### config.mk
export PLATFORM = sky130hd
export DESIGN_NAME = row_record_deserializer_core
export DESIGN_NICKNAME = d
export VERILOG_FILES = /design/src/hw/rtl/rrd_pkg.sv /design/src/hw/rtl/row_record_deserializer_core.sv /design/src/hw/rtl/rrd_step.sv
export SDC_FILE = /design/constraint.sdc
export NUM_CORES = 1
export LEC_CHECK = 0
export BUFFER_PORTS_ARGS = -buffer_cell sky130_fd_sc_hd__buf_4
export CAP_MARGIN = 20
export CORE_ASPECT_RATIO = 2
export CORE_MARGIN = 4
export CORE_UTILIZATION = 30
export DETAILED_ROUTE_END_ITERATION = 6
export GPL_TIMING_DRIVEN = 0
export PLACE_DENSITY = 0.6
export SYNTH_ARGS = -nofsm -noshare
export SYNTH_HDL_FRONTEND = slang
export SYNTH_SLANG_ARGS = --single-unit
### constraint.sdc
create_clock -name i_clk -period 7.1 [get_ports i_clk]
set_input_delay 0.355 -clock i_clk [delete_from_list [all_inputs] [get_ports i_clk]]
set_output_delay 0.355 -clock i_clk [all_outputs]
set_load 0.1 [all_outputs]
### src/hw/rtl/rrd_pkg.sv
// Shared types and constants of the row record deserialiser.
`default_nettype none

package rrd_pkg;

    localparam int unsigned BYTE_W     = 8;
    localparam int unsigned VALUE_W    = 64;
    localparam int unsigned LEN_W      = 16;
    localparam int unsigned COUNT_W    = 5;
    localparam int unsigned TYPES_W    = 32;
    localparam int unsigned COL_OUT_W  = 4;
    localparam int unsigned TYPE_SLOTS = 16;
    localparam int unsigned CFG_IDX_W  = 1;
    localparam int unsigned CFG_DATA_W = 32;
    localparam int unsigned TDATA_W    = 88;
    localparam int unsigned TUSER_W    = 3;

    // Configuration register indexes.
    localparam logic [CFG_IDX_W-1:0] CFG_COLUMN_COUNT = 1'd0;
    localparam logic [CFG_IDX_W-1:0] CFG_COLUMN_TYPES = 1'd1;

    localparam logic [COUNT_W-1:0] COUNT_RESET = 5'd1;

    typedef enum logic [1:0] {
        KIND_INT32 = 2'd0,
        KIND_INT64 = 2'd1,
        KIND_BOOL  = 2'd2,
        KIND_TEXT  = 2'd3
    } t_kind;

    // Decode state apart from the column index.
    typedef struct packed {
        logic [LEN_W-1:0]   byte_pos;
        logic [VALUE_W-1:0] acc;
        logic [LEN_W-1:0]   pend_len;
        logic               in_text;
    } t_dec_state;

    // One result word.
    typedef struct packed {
        logic [COL_OUT_W-1:0] column_index;
        t_kind                column_kind;
        logic [VALUE_W-1:0]   field_value;
        logic [LEN_W-1:0]     text_length;
        logic                 empty_text;
        logic                 column_done;
        logic                 row_done;
    } t_result;

endpackage

`default_nettype wire

### src/hw/rtl/row_record_deserializer_core.sv
// Top level of the schema-driven row record deserialiser.
`default_nettype none

// Row record deserialiser. Bytes of back-to-back rows arrive one word at a
// time on the slave stream; each row holds column_count columns whose types
// come from column_types (two bits per column, column i in bits 2i+1..2i:
// int32, int64, boolean, text). Numbers are little-endian and leave as one
// sign-extended 64-bit word once their last byte arrives; a boolean leaves as
// 0 or 1; a text column reads a 16-bit little-endian length and then leaves
// one word per payload byte, or a single empty marker if the length is zero.
// Header bytes and all but the last byte of a number give no word. The block
// takes one byte every cycle: the whole decode of a byte is a single pass of
// logic from the state registers into the result register, and the next byte
// enters in the same cycle as the sink takes the waiting word; a word that the
// sink holds off stalls the byte stream until it is taken. The word for an
// accepted byte is registered and appears in the next cycle. Write the
// configuration between rows; a register change takes effect on the next
// byte. Truncated rows are not detected.
module row_record_deserializer_core #(
    parameter int unsigned MAX_COLUMNS = 16
) (
    input  wire logic                             i_clk,
    input  wire logic                             i_rst_n,
    // Configuration write channel
    input  wire logic                             i_cfg_valid,
    output logic                                  o_cfg_ready,
    input  wire logic [rrd_pkg::CFG_IDX_W-1:0]    i_cfg_index,
    input  wire logic [rrd_pkg::CFG_DATA_W-1:0]   i_cfg_data,
    // Byte stream in
    input  wire logic                             i_s_axis_tvalid,
    output logic                                  o_s_axis_tready,
    input  wire logic [rrd_pkg::BYTE_W-1:0]       i_s_axis_tdata,  // [7:0] data_byte
    // Result stream out
    output logic                                  o_m_axis_tvalid,
    input  wire logic                             i_m_axis_tready,
    // [3:0] column_index, [67:4] field_value, [83:68] text_length,
    // [84] column_done, [87:85] zero
    output logic [rrd_pkg::TDATA_W-1:0]           o_m_axis_tdata,
    // [1:0] column_kind, [2] empty_text
    output logic [rrd_pkg::TUSER_W-1:0]           o_m_axis_tuser,
    output logic                                  o_m_axis_tlast   // row_done
);
    import rrd_pkg::*;

    localparam int unsigned COL_W = (MAX_COLUMNS > 1) ? $clog2(MAX_COLUMNS) : 1;

    logic [COUNT_W-1:0] r_count;
    logic [TYPES_W-1:0] r_types;
    logic [COL_W-1:0]   r_col;
    t_dec_state         r_state;
    t_result            r_out;
    logic               r_out_valid;

    logic [COL_W-1:0]   n_col;
    t_dec_state         n_state;
    t_result            n_res;
    logic               n_res_valid;
    logic               s_fire;

    // Take a byte whenever the result register is free or drains this cycle.
    assign o_s_axis_tready = !r_out_valid || i_m_axis_tready;
    assign s_fire          = i_s_axis_tvalid && o_s_axis_tready;
    assign o_cfg_ready     = 1'b1;

    rrd_step #(
        .MAX_COLUMNS (MAX_COLUMNS)
    ) u_step (
        .i_col       (r_col),
        .i_state     (r_state),
        .i_byte      (i_s_axis_tdata),
        .i_count     (r_count),
        .i_types     (r_types),
        .o_col       (n_col),
        .o_state     (n_state),
        .o_res_valid (n_res_valid),
        .o_res       (n_res)
    );

    // Configuration registers.
    always_ff @(posedge i_clk) begin
        if (!i_rst_n) begin
            r_count <= COUNT_RESET;
            r_types <= '0;
        end else if (i_cfg_valid) begin
            unique case (i_cfg_index)
                CFG_COLUMN_COUNT: r_count <= i_cfg_data[COUNT_W-1:0];
                CFG_COLUMN_TYPES: r_types <= i_cfg_data[TYPES_W-1:0];
                default:          r_count <= r_count;
            endcase
        end
    end

    // Decode state: advance on every accepted byte.
    always_ff @(posedge i_clk) begin
        if (!i_rst_n) begin
            r_col   <= '0;
            r_state <= '0;
        end else if (s_fire) begin
            r_col   <= n_col;
            r_state <= n_state;
        end
    end

    // Result register: load a fresh word, or drop the old one once taken.
    always_ff @(posedge i_clk) begin
        if (!i_rst_n) begin
            r_out_valid <= 1'b0;
        end else if (s_fire && n_res_valid) begin
            r_out_valid <= 1'b1;
        end else if (i_m_axis_tready) begin
            r_out_valid <= 1'b0;
        end
    end

    always_ff @(posedge i_clk) begin
        if (s_fire && n_res_valid) begin
            r_out <= n_res;
        end
    end

    assign o_m_axis_tvalid = r_out_valid;
    assign o_m_axis_tdata  = {3'b000, r_out.column_done, r_out.text_length,
                              r_out.field_value, r_out.column_index};
    assign o_m_axis_tuser  = {r_out.empty_text, r_out.column_kind};
    assign o_m_axis_tlast  = r_out.row_done;

endmodule

`default_nettype wire

### src/hw/rtl/rrd_step.sv
// Next-state and result logic for one input byte of the row deserialiser.
`default_nettype none

module rrd_step #(
    parameter int unsigned MAX_COLUMNS = 16
) (
    input  wire logic [(MAX_COLUMNS > 1 ? $clog2(MAX_COLUMNS) : 1)-1:0] i_col,
    input  wire rrd_pkg::t_dec_state                                    i_state,
    input  wire logic [rrd_pkg::BYTE_W-1:0]                             i_byte,
    input  wire logic [rrd_pkg::COUNT_W-1:0]                            i_count,
    input  wire logic [rrd_pkg::TYPES_W-1:0]                            i_types,
    output logic [(MAX_COLUMNS > 1 ? $clog2(MAX_COLUMNS) : 1)-1:0]      o_col,
    output rrd_pkg::t_dec_state                                         o_state,
    output logic                                                        o_res_valid,
    output rrd_pkg::t_result                                            o_res
);
    import rrd_pkg::*;

    localparam int unsigned COL_W = (MAX_COLUMNS > 1) ? $clog2(MAX_COLUMNS) : 1;

    logic [5:0]       col6;
    logic [5:0]       eff_count;
    logic             last_col;
    t_kind            kind;
    logic [LEN_W:0]   pos_inc;
    logic [3:0]       need;
    logic [LEN_W-1:0] hdr_len;
    logic [VALUE_W-1:0] acc_or;
    logic             finish;

    always_comb begin
        col6 = 6'(i_col);
        if (i_count == '0) begin
            eff_count = 6'd1;
        end else if (6'(i_count) > 6'(MAX_COLUMNS)) begin
            eff_count = 6'(MAX_COLUMNS);
        end else begin
            eff_count = 6'(i_count);
        end
        last_col = (col6 + 6'd1) >= eff_count;

        // Columns past the type register decode as 32-bit integers.
        if (col6 < 6'(TYPE_SLOTS)) begin
            kind = t_kind'(i_types[{col6[3:0], 1'b0} +: 2]);
        end else begin
            kind = KIND_INT32;
        end

        pos_inc = {1'b0, i_state.byte_pos} + 17'd1;
        need    = (kind == KIND_INT32) ? 4'd4 : 4'd8;
        hdr_len = {i_byte, i_state.acc[7:0]};
        acc_or  = i_state.acc | (VALUE_W'(i_byte) << {i_state.byte_pos[2:0], 3'b000});

        o_col       = i_col;
        o_state     = i_state;
        o_res_valid = 1'b0;
        finish      = 1'b0;

        o_res.column_index = col6[3:0];
        o_res.column_kind  = kind;
        o_res.field_value  = '0;
        o_res.text_length  = '0;
        o_res.empty_text   = 1'b0;
        o_res.column_done  = 1'b0;
        o_res.row_done     = 1'b0;

        unique case (kind)
            KIND_INT32, KIND_INT64: begin
                o_state.acc = acc_or;
                if (pos_inc < 17'(need)) begin
                    o_state.byte_pos = pos_inc[LEN_W-1:0];
                end else begin
                    finish = 1'b1;
                    if (kind == KIND_INT32) begin
                        o_res.field_value = {{32{acc_or[31]}}, acc_or[31:0]};
                    end else begin
                        o_res.field_value = acc_or;
                    end
                end
            end
            KIND_BOOL: begin
                finish            = 1'b1;
                o_res.field_value = VALUE_W'(i_byte != '0);
            end
            KIND_TEXT: begin
                if (!i_state.in_text) begin
                    if (i_state.byte_pos == '0) begin
                        // Hold the low length byte.
                        o_state.acc      = VALUE_W'(i_byte);
                        o_state.byte_pos = 16'd1;
                    end else begin
                        o_state.pend_len = hdr_len;
                        o_state.byte_pos = '0;
                        o_state.acc      = '0;
                        if (hdr_len != '0) begin
                            o_state.in_text = 1'b1;
                        end else begin
                            finish           = 1'b1;
                            o_res.empty_text = 1'b1;
                        end
                    end
                end else begin
                    o_res_valid       = 1'b1;
                    o_res.field_value = VALUE_W'(i_byte);
                    o_res.text_length = i_state.pend_len;
                    if (pos_inc < {1'b0, i_state.pend_len}) begin
                        o_state.byte_pos = pos_inc[LEN_W-1:0];
                    end else begin
                        finish = 1'b1;
                    end
                end
            end
            default: begin
                finish = 1'b0;
            end
        endcase

        if (finish) begin
            o_res_valid       = 1'b1;
            o_res.column_done = 1'b1;
            o_res.row_done    = last_col;
            o_state           = '0;
            o_col             = last_col ? '0 : COL_W'(col6 + 6'd1);
        end
    end

endmodule

`default_nettype wire

==> results.ini <==
[outcome]
status=completed

[setup_path]
endpoint_kind=flop
start_kind=flop
r2r_slack_ns=2.15
r2r-start=r_col[2]
critPathRequiredTime_ns=7.32
r2r-end=o_m_axis_tdata[62]
cp.arrival_ns=5.17
worstRegToRegCells=15
path_class=reg -> reg
crit_path_max_fanout=10

[clocking]
cts_buffers=21
cts_tree=done
cts_resized=0
hold_buffers=0
h-tree-depth=1
clockBufferDepth=3
clockRootBuffer=clkbuf_16
clkTransAtPathRegs_ns=0.07
insertion_delay_ns=0.51
cts_setup_buffers=0
cts.sinks=228

[yosys]
synth.cell_area_mm2=0.00991
seq_area_frac_synth=0.551
synth_async_sr_flop_share=0
yosysWarnings=0
synth.distinct_cells=62
synth_edf_count=89
postSynthAreaPerCell_um2=9.96
synthCells=995
ys_ff_latch=228
synthFlopType=dfxtp_1

[grt]
grt_use_total=0.160
grtUsageMet1=0.148
grt_most_used_layer=met2
grtUsageMet2=0.322
overflow=0
use_met3=0.0196
grt_pass1_wl_um=44400
grt_max_degree=31
grt_pass1_vias=7801
antenna_found_initial=1

[routing]
drt-initial-drc-count=486
firstDrtPassIters=5
wirelength_um=29700
wl_per_cell_um=18.6
dr_total_vias=7832
ant_nets=0
drc=0
avgViaCountPerCell=4.91

[die]
core_mm2=0.0325
rows=93
dieArea_mm2=0.0362
start_util=0.305
ios=141
die_h_um=265
fp.dieW_um=136

[run]
drv_cap=0

[finish]
nNetsFinal=1222
final_common_cell=a21oi_1
area_growth_pct=22.5
mostFrequentLayoutCells=147 x a21oi_1, 139 x dfxtp_1, 133 x buf_4
drive_above_1_share=0.183
final_core_util=0.374
fillCellCount=3271

[hold_path]
min_from=i_cfg_data[0]
hold_path.class=in -> reg
hold_path_depth=3
min_to=r_count[0]

[timing]
worstMarginPinSlew_ns=1.00
grt_setup_unrepaired=false
finalHoldViolCount=0
period_needed_ns=4.95
fin_crit_sh=0.698
slew-limit-headroom=0.326
setup_tns_ns=0
setup_viol=0
maxSlewViolCount=0
setup_slack_ns=2.15
timing.fmax_mhz=202
skew_ns=0.0113

[placement]
dp_hpwl_um=22800
place_ws_ns=2.18
portBuffers=128
place.gp.congestion=0.899

[pwr]
peakVddDrop_mv=0.175
p_per_area_mw_per_mm2=244
p_leak_nw=4.53

-- metal layers --
metal / wire, um / part of all wire
met4: 1670 / 0.056
met5: 0 / 0
met2: 17200 / 0.58
met3: 1310 / 0.044
met1: 9450 / 0.32
-- critical path, cell delays in order (launching register included) --
cell      delay (ns)
dfxtp_1         0.47
buf_2           0.32
mux4_2          0.24
mux2_2          0.18
mux2_2          0.20
clkbuf_1        0.43
buf_1           0.46
nor2_1          0.10
ha_1            0.22
nor4b_1         0.37
nand4_1         0.28
nor4b_4         0.39
or3_1           0.16
clkbuf_1        0.27
clkbuf_1        0.42
a21oi_1         0.14
-- synthesized netlist by cell type (3+ instances only) --
master,instances,share of area
a211oi_1,4,0.0030
a21boi_0,33,0.025
a21o_1,5,0.0038
a21oi_1,148,0.075
a22o_1,31,0.027
a31oi_1,11,0.0069
and2_1,17,0.011
and3_1,11,0.0069
and4_1,4,0.0035
buf_1,10,0.0038
buf_2,14,0.0071
buf_4,5,0.0038
clkbuf_1,56,0.021
dfxtp_1,139,0.28
edfxtp_1,89,0.27
ha_1,24,0.030
inv_1,28,0.011
mux2i_1,8,0.0081
mux4_2,9,0.020
nand2_1,104,0.039
nand2b_1,3,0.0019
nand3_1,12,0.0061
nand3b_1,4,0.0030
nand4_1,8,0.0051
nand4b_1,3,0.0027
nor2_1,115,0.044
nor2b_1,6,0.0038
nor3_1,11,0.0056
nor4_1,8,0.0051
o21ai_0,12,0.0061
o31ai_1,5,0.0038
xnor2_1,13,0.011
xor2_1,8,0.0071
-- cell type report --
type                            instances  area, um2  area share
Antenna cell                            1       2.50    0.000206
Clock inverter                          8       56.3     0.00464
Sequential cell                       228       5460       0.450
Inverter                               29        111     0.00918
Buffer                                 87        378      0.0311
Clock buffer                           30        589      0.0486
Tap cell                              427        534      0.0440
Timing Repair Buffer                  132       1030      0.0848
Multi-Input combinational cell        653       3980       0.328
-- flip-flops by register name, summed over array words and instances (netlist names) --
name	cells
o_m_axis_tdata	85
o_m_axis_tlast	1
o_m_axis_tuser	3
o_m_axis_tvalid	1
r_col	4
r_count	5
r_state	97
r_types	32
-- worst max-delay path by stage --
| stage | cells after the start | slack (ns) | startpoint | end |
|---|---|---|---|---|
| after floorplan | 14 | 1.54 | r_col[1] | o_m_axis_tdata[0] |
| after global placement | 14 | -0.22 | r_col[2] | o_m_axis_tdata[74] |
| after detailed placement | 15 | 2.18 | r_col[2] | o_m_axis_tdata[64] |
| after CTS | 15 | 2.14 | r_col[2] | o_m_axis_tdata[64] |
| after global routing | 15 | 1.74 | r_col[2] | o_m_axis_tdata[64] |
| final | 15 | 2.15 | r_col[2] | o_m_axis_tdata[62] |
-- metrics by stage --
step / std cells / hold slack, ns / power [mW] / instance area (um2)
3_5_place_dp: 1555 / 0.422 / 1.91 / 11500
4_1_cts: 1593 / 0.0700 / 2.99 / 12100
3_3_place_gp: 1552 / 0.412 / 1.91 / 11400
2_1_floorplan: 997 / 0.406 / 1.78 / 9920
6_report: 1595 / 0.0867 / 2.96 / 12100
5_1_grt: 1594 / 0.0889 / 3.07 / 12100
-- kinds of logic after synthesis --
family / count (synthesis) / synth area share
and+or+nand+nor: 321 / 0.153
xor gates and xnor gates: 21 / 0.0186
adders and majority gates: 24 / 0.0303
DFF: 228 / 0.551
buffers and inverters: 116 / 0.0494
AOI/OAI and AO/OA: 263 / 0.165
muxes: 20 / 0.0323
other: 2 / 0.000758
-- power by group --
part	leakage (nW)	switching [mW]	total, mW	internal [mW]
sequential	1.95	0.0218	1.43	1.40
clock	0.314	0.495	1.08	0.585
combinational	2.26	0.345	0.454	0.109
total	4.53	0.862	2.96	2.10
Power figures use the tool's default switching activity.
